## src/hdl/tdam_pkg.sv

```systemverilog
// ----------------------------------------------------------------------------
// tdam_pkg
// Shared types, constants and helpers for the time-of-day alarm matcher.
// ----------------------------------------------------------------------------
package tdam_pkg;

  localparam int unsigned RESYNC_TICKS = 30;

  localparam int unsigned RESYNC_W  = 5;
  localparam int unsigned TIME_W    = 7;
  localparam int unsigned WEEKDAY_W = 3;
  localparam int unsigned CFG_IDX_W = 3;
  localparam int unsigned CFG_W     = 12;
  localparam int unsigned START_W   = 11;

  localparam logic [TIME_W-1:0]    SECONDS_WRAP = TIME_W'(60);
  localparam logic [TIME_W-1:0]    MINUTES_WRAP = TIME_W'(60);
  localparam logic [TIME_W-1:0]    HOURS_WRAP   = TIME_W'(24);
  localparam logic [WEEKDAY_W-1:0] WEEKDAY_WRAP = WEEKDAY_W'(7);

  typedef enum logic [CFG_IDX_W-1:0] {
    CFG_MANUAL_MODE = 3'd0,
    CFG_SPORT_START = 3'd1,
    CFG_SLEEP_START = 3'd2,
    CFG_ALARM_ONE   = 3'd3,
    CFG_ALARM_TWO   = 3'd4
  } cfg_idx_t;

  // tens * 10 + units, digits taken as they stand
  function automatic logic [TIME_W-1:0] bcd_to_bin(input logic [2:0] tens,
                                                   input logic [3:0] units);
    bcd_to_bin = {1'b0, tens, 3'b000} + {3'b000, tens, 1'b0} + {3'b000, units};
  endfunction

endpackage

```

## src/hdl/time_of_day_alarm_matcher.sv

```systemverilog
// ----------------------------------------------------------------------------
// time_of_day_alarm_matcher
// Keeps a binary time of day, loads it from clock-chip BCD bytes, advances it
// on one-second ticks and flags alarm or start-time matches.
// ----------------------------------------------------------------------------
// One request is taken per clock cycle and its result appears in the output
// register on the next cycle; the time update and the alarm compares are one
// stage of logic between the time counters and that register, so the rate is
// one request per cycle for as long as the result side does not stall. Every
// tick request advances the resync counter and each thirtieth one reloads the
// time from its clock bytes instead of adding a second. Configuration writes
// take effect at once and are meant to be made while the block is idle.
module time_of_day_alarm_matcher (
  input  logic                                clk,
  input  logic                                rst,
  input  logic                                cfg_we,
  input  logic [tdam_pkg::CFG_IDX_W-1:0]      cfg_index,
  input  logic [tdam_pkg::CFG_W-1:0]          cfg_data,
  input  logic                                item_valid,
  output logic                                item_stall,
  input  logic                                func,
  input  logic [7:0]                          clock_seconds_bcd,
  input  logic [7:0]                          clock_minutes_bcd,
  input  logic [7:0]                          clock_hours_bcd,
  input  logic [7:0]                          clock_weekday,
  output logic                                result_valid,
  input  logic                                result_stall,
  output logic                                vibrate,
  output logic [tdam_pkg::TIME_W-1:0]         now_hour,
  output logic [tdam_pkg::TIME_W-1:0]         now_minute,
  output logic [tdam_pkg::TIME_W-1:0]         now_second,
  output logic [tdam_pkg::WEEKDAY_W-1:0]      now_weekday
);

  logic                              manual_mode;
  logic [tdam_pkg::START_W-1:0]      sport_start;
  logic [tdam_pkg::START_W-1:0]      sleep_start;
  logic [tdam_pkg::CFG_W-1:0]        alarm_one;
  logic [tdam_pkg::CFG_W-1:0]        alarm_two;

  logic [tdam_pkg::RESYNC_W-1:0]     resync_count;
  logic [tdam_pkg::TIME_W-1:0]       second_count;
  logic [tdam_pkg::TIME_W-1:0]       minute_count;
  logic [tdam_pkg::TIME_W-1:0]       hour_count;
  logic [tdam_pkg::WEEKDAY_W-1:0]    weekday_count;

  logic [tdam_pkg::RESYNC_W-1:0]     resync_count_next;
  logic [tdam_pkg::TIME_W-1:0]       second_count_next;
  logic [tdam_pkg::TIME_W-1:0]       minute_count_next;
  logic [tdam_pkg::TIME_W-1:0]       hour_count_next;
  logic [tdam_pkg::WEEKDAY_W-1:0]    weekday_count_next;
  logic                              vibrate_next;

  logic [tdam_pkg::RESYNC_W-1:0]     resync_inc;
  logic [tdam_pkg::TIME_W-1:0]       sec_inc;
  logic [tdam_pkg::TIME_W-1:0]       min_inc;
  logic [tdam_pkg::TIME_W-1:0]       hour_inc;
  logic [tdam_pkg::WEEKDAY_W-1:0]    wday_inc;
  logic [tdam_pkg::TIME_W-1:0]       load_second;
  logic [tdam_pkg::TIME_W-1:0]       load_minute;
  logic [tdam_pkg::TIME_W-1:0]       load_hour;
  logic                              do_load;
  logic                              item_accept;

  assign item_stall  = result_valid & result_stall;
  assign item_accept = item_valid & ~item_stall;

  assign load_second = tdam_pkg::bcd_to_bin(clock_seconds_bcd[6:4], clock_seconds_bcd[3:0]);
  assign load_minute = tdam_pkg::bcd_to_bin(clock_minutes_bcd[6:4], clock_minutes_bcd[3:0]);
  assign load_hour   = tdam_pkg::bcd_to_bin({1'b0, clock_hours_bcd[5:4]},
                                            clock_hours_bcd[3:0]);

  assign resync_inc = resync_count + 1'b1;
  assign sec_inc    = second_count + 1'b1;
  assign min_inc    = minute_count + 1'b1;
  assign hour_inc   = hour_count + 1'b1;
  assign wday_inc   = weekday_count + 1'b1;

  always_comb begin
    resync_count_next  = resync_count;
    second_count_next  = second_count;
    minute_count_next  = minute_count;
    hour_count_next    = hour_count;
    weekday_count_next = weekday_count;
    do_load            = 1'b0;
    if (!func) begin
      do_load = 1'b1;
    end else if (resync_inc == tdam_pkg::RESYNC_W'(tdam_pkg::RESYNC_TICKS)) begin
      resync_count_next = '0;
      do_load           = 1'b1;
    end else begin
      resync_count_next = resync_inc;
      if (sec_inc != tdam_pkg::SECONDS_WRAP) begin
        second_count_next = sec_inc;
      end else begin
        second_count_next = '0;
        if (min_inc != tdam_pkg::MINUTES_WRAP) begin
          minute_count_next = min_inc;
        end else begin
          minute_count_next = '0;
          if (hour_inc != tdam_pkg::HOURS_WRAP) begin
            hour_count_next = hour_inc;
          end else begin
            hour_count_next    = '0;
            weekday_count_next = (wday_inc == tdam_pkg::WEEKDAY_WRAP) ? '0 : wday_inc;
          end
        end
      end
    end
    if (do_load) begin
      second_count_next  = load_second;
      minute_count_next  = load_minute;
      hour_count_next    = load_hour;
      weekday_count_next = clock_weekday[2:0];
    end
  end

  always_comb begin
    vibrate_next = 1'b0;
    if (!manual_mode) begin
      if (hour_count_next == {2'b00, sport_start[10:6]} &&
          minute_count_next == {1'b0, sport_start[5:0]}) begin
        vibrate_next = 1'b1;
      end
      if (hour_count_next == {2'b00, sleep_start[10:6]} &&
          minute_count_next == {1'b0, sleep_start[5:0]}) begin
        vibrate_next = 1'b1;
      end
    end
    if (alarm_one[11] && hour_count_next == {2'b00, alarm_one[10:6]} &&
        minute_count_next == {1'b0, alarm_one[5:0]}) begin
      vibrate_next = 1'b1;
    end
    if (alarm_two[11] && hour_count_next == {2'b00, alarm_two[10:6]} &&
        minute_count_next == {1'b0, alarm_two[5:0]}) begin
      vibrate_next = 1'b1;
    end
  end

  always_ff @(posedge clk) begin
    if (rst) begin
      manual_mode <= 1'b1;
      sport_start <= '0;
      sleep_start <= '0;
      alarm_one   <= '0;
      alarm_two   <= '0;
    end else if (cfg_we) begin
      case (tdam_pkg::cfg_idx_t'(cfg_index))
        tdam_pkg::CFG_MANUAL_MODE: manual_mode <= cfg_data[0];
        tdam_pkg::CFG_SPORT_START: sport_start <= cfg_data[tdam_pkg::START_W-1:0];
        tdam_pkg::CFG_SLEEP_START: sleep_start <= cfg_data[tdam_pkg::START_W-1:0];
        tdam_pkg::CFG_ALARM_ONE:   alarm_one   <= cfg_data;
        tdam_pkg::CFG_ALARM_TWO:   alarm_two   <= cfg_data;
        default: ;
      endcase
    end
  end

  always_ff @(posedge clk) begin
    if (rst) begin
      resync_count  <= '0;
      second_count  <= '0;
      minute_count  <= '0;
      hour_count    <= '0;
      weekday_count <= '0;
      result_valid  <= 1'b0;
    end else begin
      if (item_accept) begin
        resync_count  <= resync_count_next;
        second_count  <= second_count_next;
        minute_count  <= minute_count_next;
        hour_count    <= hour_count_next;
        weekday_count <= weekday_count_next;
        result_valid  <= 1'b1;
      end else if (!result_stall) begin
        result_valid <= 1'b0;
      end
    end
  end

  // result payload, loaded with each accepted request
  always_ff @(posedge clk) begin
    if (item_accept) begin
      vibrate     <= vibrate_next;
      now_hour    <= hour_count_next;
      now_minute  <= minute_count_next;
      now_second  <= second_count_next;
      now_weekday <= weekday_count_next;
    end
  end

endmodule

```

## config.mk

```make
export PLATFORM = sky130hd
export DESIGN_NAME = time_of_day_alarm_matcher
export DESIGN_NICKNAME = d
export VERILOG_FILES = /design/src/hdl/tdam_pkg.sv /design/src/hdl/time_of_day_alarm_matcher.sv
export SDC_FILE = /design/constraint.sdc
export NUM_CORES = 1
export LEC_CHECK = 0
export BUFFER_PORTS_ARGS = -buffer_cell sky130_fd_sc_hd__clkbuf_2
export CAP_MARGIN = 40
export CELL_PAD_IN_SITES_DETAIL_PLACEMENT = 2
export CELL_PAD_IN_SITES_GLOBAL_PLACEMENT = 2
export CORE_MARGIN = 3
export CORE_UTILIZATION = 35
export CTS_CLUSTER_DIAMETER = 30
export DETAILED_ROUTE_END_ITERATION = 12
export PLACE_DENSITY_LB_ADDON = 0.1
export SLEW_MARGIN = 20
export SYNTH_ARGS = -nofsm -noshare
export SYNTH_HDL_FRONTEND = slang
export SYNTH_SLANG_ARGS = --single-unit
```

## constraint.sdc

```tcl
create_clock -name clk -period 3.6 [get_ports clk]
set_input_delay 0.72 -clock clk [delete_from_list [all_inputs] [get_ports clk]]
set_output_delay 0.72 -clock clk [all_outputs]
set_load 0.01 [all_outputs]
```

==> results of run 1 <==
[registers in the layout (all words and copies together) (netlist names)]
register       cells
alarm_one         12
alarm_two         12
hour_count         7
manual_mode        1
minute_count       7
now_hour           7
now_minute         7
now_second         7
now_weekday        3
result_valid       1
resync_count       5
second_count       7
sleep_start       11
sport_start       11
vibrate            1
weekday_count      3
[worst max-delay path: stages]
cell and delay (ps):
clkbuf_2 100, fa_1 570, inv_1 70, fa_1 460, xor2_1 500, xnor2_1 180, nor4bb_1 340, o311ai_0 170
nor4_1 240, nand4_1 130, nand4_1 80
[worst paths after layout]
path                          to  slack [ps]  cells after the start
hold reg to reg   sleep_start[2]         480                      2
hold / removal    sleep_start[2]         480                      2
setup / recovery         vibrate         260                     11
setup reg to reg         vibrate         360                     10
[per-layer routing]
metal / global-route usage (%) / vias to the layer above
met2: 43.1 / 78
met5: 0 / -
met3: 3.73 / 34
li1: - / 2704
met4: 9.00 / 0
met1: 26.9 / 2806
[placed cells by master (no fill, tap or decap), drive strengths merged, types with 5 or more instances in the layout]
cell type / count
nand2: 158
a21oi: 86
clkbuf: 81
dfxtp: 77
nor2: 43
xnor2: 37
inv: 26
edfxtp: 25
nand3: 25
buf: 23
xor2: 22
ha: 20
o21ai: 19
nor4: 14
nand4: 11
nor3: 10
a211oi: 8
mux2i: 7
o21a: 6
and3: 6
a21o: 6
fa: 5
[power breakdown]
group	internal, mW	total, mW	switching, mW
Combinational	0.228	0.587	0.358
Clock	0.515	0.987	0.471
Sequential	1.24	1.29	0.0511
Total	1.98	2.86	0.881
[final cells by class]
cell class	instances	share of cell area [%]
Tap cell	220	3.90
Clock inverter	5	0.567
Inverter	23	1.22
Timing Repair Buffer	93	7.59
Multi-Input combinational cell	567	50.7
Clock buffer	11	3.58
Sequential cell	102	32.5
[logic make-up after synthesis]
family,after synthesis
and+or+nand+nor,306
AOI/OAI and AO/OA,167
DFF,102
xor gates and xnor gates,62
buffers and inverters,57
adders and majority gates,25
muxes,7
[stage by stage]
stage | instances | power [mW] | hold WS (ps)
after floorplan | 726 | 1.66 | 436
after global placement | 1004 | 1.87 | 461
after detailed placement | 1005 | 1.90 | 472
after CTS | 1021 | 2.90 | 483
after global routing | 1021 | 3.00 | 503
final | 1021 | 2.86 | 480
==> results.cfg, run 1 <==
[status]
run_status = complete, no violations

[detailed_routing]
dr.first_iter.drc_count = 227
detail-route-antenna-nets = 0
via_count = 5622
routed_wire_length_per_instance_um = 21.6
route.met3.wl_um = 540
firstDrtPassIters = 4
highest_layer = met4
met2_length_um = 11500
vias_per_cell = 5.51
met1Wirelength_um = 9210
routed_wl_um = 22100
drt_drc_violations_left = 0

[sta]
finalSetupTns_ps = 0
achievable-frequency_mhz = 299
setup_viol = 0
finalCritPeriodShare_pct = 92.9
layout_setup_ws_ps = 256
measured_slew_at_the_worst_slew_check_pin_ps = 807
timing.slew.headroom_pct = 46.0
timing.final.max_slew_violations = 0
timing_hold_violations_final = 0
rsz0062_at_grt = no
final.setup_skew_ps = 8.78
minimum_clock_period_ps = 3340

[clocking]
cts.clk_slew.worst_paths_ps = 70
clock_latency_ps = 360
clock_tree.buffer_depth = 2
postCtsResizedCells = 0
tritoncts = yes
post-cts-setup-buffers = 0
htreeDepth = 3
clock-sinks = 102
clock-root-buffer = clkbuf_16
cts_inserted_buffers = 9
holdBufCountCts = 0

[floorplan]
die-area_um2 = 19100
start_util_pct = 36.3
row_count = 47
die_h_um = 138
floorplan.die.width_um = 138
floorplan.io_pins = 80
coreArea_um2 = 16800

[pwr]
p_leak_nw = 2.71
pwr_density_cell_nw_per_um2 = 405
max-vdd-ir-drop_v = 0.000287

[global_routing]
maximum_number_of_pins_on_one_net_before_global_route_repair = 31
antenna_found_initial = 0
global_route.usage.total_pct = 23.3
grt_pass1_wl_um = 35200
globalRoute.totalOverflow = 0
first_global_vias = 6244

[critical_path]
crit-reg2reg-launch = resync_count[0]
timing.critical_path.required_ps = 3820
critical_path_class = input pin to flip-flop
arrival_time_reported_for_the_critical_path_endpoint_ps = 3570
timing.critical_path.fanout_max = 4
worstSetupEndpointType = flip-flop
critical_path.startpoint = clock_minutes_bcd[3]
crit_path_start_kind = input pin

[synth]
post_synth_most_frequent_cells = 157 x nand2_1, 84 x a21oi_1, 77 x dfxtp_1, 42 x nor2_1, 37 x xnor2_1
synthesis.area_per_instance_um2 = 8.41
synth.net_count = 804
synth_edf_count = 25
synthTopCellsByArea = dfxtp_1 25%, edfxtp_1 12%, nand2_1 9.7%
mappedNetlistArea_um2 = 6100
synth_async_sr_flop_share_pct = 0
synth_top_cell_area_share_pct = 25.3
commonest_register_cell_after_synthesis = dfxtp_1
synth_top_family_by_area = simple AND/OR/NAND/NOR gates
synth-simple-area-share_pct = 24.2
synth_compound_gate_area_share_pct = 17.9
post_synth_num_cell_types = 82
synthDominantAreaCellType = dfxtp_1
ys_ff_latch = 102
yosysMostFrequentCell = nand2_1
synthMuxAreaShare_pct = 1.15
yosysWarnings = 0
syn_inst = 726
synth-seq-area-share_pct = 37.5
yosys.area_share.adder_pct = 5.74
post_synth_xor_area_fraction_pct = 9.57

[final_layout]
finalNetCount = 874
fillers = 1975
finish.utilization_pct = 42.0
multi_input_comb_area_um2 = 3580
area.growth.synth_to_final_pct = 15.6
finalInstanceArea_um2 = 7060
share_of_layout_cells_above_drive_strength_1_pct = 16.4
seqCellArea_um2 = 2290
antenna_cells_inserted = 0

[worst_hold_path]
hold_class = flip-flop to flip-flop
hold_path_startpoint = sleep_start[2]

[placed_design]
final_weighted_congestion_of_routability_driven_global_placement = 0.852
hpwlAfterDp_um = 17500
dp_slack_ps = -107
port-buffer-count = 70
postPlaceCellArea_um2 = 6770

[run]
cap_violations = 0
Power figures use the tool's default switching activity.
==> inputs of run 2 (changes only) <==
ABC_AREA = 1   (was unset)
CORE_UTILIZATION = 33   (was 35)
==> run 2 against run 1 <==
  * Sequential share of layout area up 0.46 points
  * Largest power group unchanged
  * Die area increased by 5.6%
  * Fmax grew 4.8%
  * Highest routed layer unchanged
  * Routed wire length fell by 5.6%
  * Largest cell class unchanged
  * Clock skew grew 3.8 ps
  * Non-clock buffer count is 17 lower
  * Cell count up 13%
==> results.cfg, run 2 <==
[status]
run_status = complete, no violations

[final_layout]
commonest_cells_after_routing_fill_and_taps_aside = 192 x nand2_1, 123 x inv_1, 80 x o21ai_0
multi_input_comb_area_um2 = 3220
fillers = 2185
layout_commonest_cell = nand2_1
share_of_layout_cells_above_drive_strength_1_pct = 15.7
reg_top3 = alarm_one: 12 flops, alarm_two: 12 flops
seqCellArea_um2 = 2290
area.growth.synth_to_final_pct = 14.3
antenna_cells_inserted = 0
finalNetCount = 995

[sta]
achievable-frequency_mhz = 313
measured_slew_at_the_worst_slew_check_pin_ps = 748
timing.final.max_slew_violations = 0
fin_worst_hold_slack_ps = 453
final.setup_skew_ps = 12.6
finalSetupTns_ps = 0
timing.slew.headroom_pct = 50.1
minimum_clock_period_ps = 3190
finalCritPeriodShare_pct = 88.6
timing_hold_violations_final = 0
rsz0062_at_grt = no
setup_viol = 0

[synth]
commonest_register_cell_after_synthesis = dfxtp_1
post_synth_xor_area_fraction_pct = 1.72
synthMuxAreaShare_pct = 0
yosysMostFrequentCell = nand2_1
ys_ff_latch = 102
synthDominantAreaCellType = dfxtp_1
synthTopCellsByArea = dfxtp_1 25%, edfxtp_1 12%, nand2_1 12%
mappedNetlistArea_um2 = 6090
synth_async_sr_flop_share_pct = 0
synth_edf_count = 25
synth_compound_gate_area_share_pct = 13.0
synth_top_family_by_area = simple AND/OR/NAND/NOR gates
synthesis.area_per_instance_um2 = 7.14
synth-seq-area-share_pct = 37.6
synth.net_count = 932
synth_top_cell_area_share_pct = 25.3
synth-simple-area-share_pct = 32.4
syn_inst = 854
post_synth_num_cell_types = 38
yosys.area_share.adder_pct = 5.75
yosysWarnings = 0
post_synth_most_frequent_cells = 192 x nand2_1, 123 x inv_1, 80 x o21ai_0, 77 x dfxtp_1, 74 x nor2_1

[global_routing]
global_route.usage.total_pct = 21.1
globalRoute.totalOverflow = 0
maximum_number_of_pins_on_one_net_before_global_route_repair = 58
antenna_found_initial = 0
grt_pass1_wl_um = 33800
first_global_vias = 6404

[detailed_routing]
routed_wire_length_per_instance_um = 18.1
via_count = 5900
detail-route-antenna-nets = 0
drt_drc_violations_left = 0
dr.first_iter.drc_count = 210
routed_wl_um = 20800
firstDrtPassIters = 6
vias_per_cell = 5.13

[critical_path]
worstSetupEndpointType = flip-flop
critical_path_class = input pin to flip-flop
crit_path_start_kind = input pin
arrival_time_reported_for_the_critical_path_endpoint_ps = 3420
crit-reg2reg-launch = resync_count[0]
critical_path.startpoint = clock_minutes_bcd[3]
timing.critical_path.required_ps = 3830
timing.critical_path.fanout_max = 6
reg2reg_setup_slack_ps = 530

[clocking]
clock-sinks = 102
holdBufCountCts = 0
cts_inserted_buffers = 9
post-cts-setup-buffers = 0
tritoncts = yes
clock-root-buffer = clkbuf_16
cts.clk_slew.worst_paths_ps = 80
postCtsResizedCells = 0
clock_latency_ps = 360
clock_tree.buffer_depth = 2
htreeDepth = 3

[floorplan]
die_h_um = 142
floorplan.io_pins = 80
row_count = 49
floorplan.die.width_um = 142
die-area_um2 = 20100
start_util_pct = 33.8
coreArea_um2 = 18000

[pwr]
pwr_density_cell_nw_per_um2 = 412
max-vdd-ir-drop_v = 0.000302
p_leak_nw = 3.23

[worst_hold_path]
hold_class = flip-flop to flip-flop
hold_path_startpoint = alarm_one[11]

[placed_design]
port-buffer-count = 70
final_weighted_congestion_of_routability_driven_global_placement = 0.804
hpwlAfterDp_um = 15700

[run]
cap_violations = 0
run 2: changes by cell type after synthesis, sizes merged, moves of 8 or more:
| cell | delta |
|---|---|
| buf | -10 |
| nor2 | +37 |
| nand2 | +57 |
| xor2 | -14 |
| o21ai | +62 |
| nor4 | -14 |
| nor3 | -8 |
| xnor2 | -33 |
| or2 | +8 |
| inv | +104 |
| nand3 | +58 |
| a21oi | -17 |
run 2: logic make-up (layout without fill, tap and decap cells):
kind of cell,Yosys count,in the layout
xor gates and xnor gates,12,12
DFF,102,102
AOI/OAI and AO/OA,155,155
and+or+nand+nor,409,409
buffers and inverters,151,218
adders and majority gates,25,25
run 2: power breakdown:
part           internal [mW]  switching, mW
sequential              1.25         0.0507
combinational          0.190          0.388
clock                  0.516          0.470
run 2: critical path, stage by stage:
cell and delay [ps]:
clkbuf_2 90, fa_1 570, inv_1 70, fa_1 440
inv_1 70, nor2_1 40, o21ai_1 360, nand3_2 230
nand2_1 110, nand2_1 60, nor2_1 160, nand2_1 70
nor2_1 150, nand3_1 100, nand2_1 80, inv_1 40
nand2_1 50
run 2: metal layers:
metal	global-route usage [%]	up-vias	share of wire [%]	wire (um)
met5	0	-	0	0
met4	5.30	0	1.5	310
met3	3.10	18	2.5	518
met2	38.1	81	51	10500
met1	26.3	2913	45	9460
li1	-	2888	-	-
run 2: area by class of cell:
| cell class | instances | area share (%) |
|---|---|---|
| sequential | 102 | 32.9 |
| clock inverter | 3 | 0.377 |
| tap | 229 | 4.12 |
| timing repair buffer | 76 | 5.68 |
| multi-input combinational | 601 | 46.3 |
| inverter | 127 | 6.88 |
| clock buffer | 12 | 3.70 |
run 2: path summary, 6_finish.rpt:
check | to | cells after the start
worst max-delay path | vibrate | 17
worst min-delay path | alarm_one[11] | 2
worst max register to register | vibrate | 21
worst min register to register | alarm_one[11] | 2
run 2: metrics by stage:
step | total power [mW] | cell area [um^2] | utilization, % | setup WS [ps] | std cells
floorplan | 1.69 | 6090 | - | 643 | 854
detailed placement | 1.91 | 6680 | 37.0 | 50.4 | 1135
finish | 2.87 | 6960 | 38.6 | 409 | 1150
CTS | 2.91 | 6960 | 38.6 | 436 | 1150
global placement | 1.87 | 6680 | 37.0 | 256 | 1135
global route | 3.03 | 6960 | 38.6 | 199 | 1150
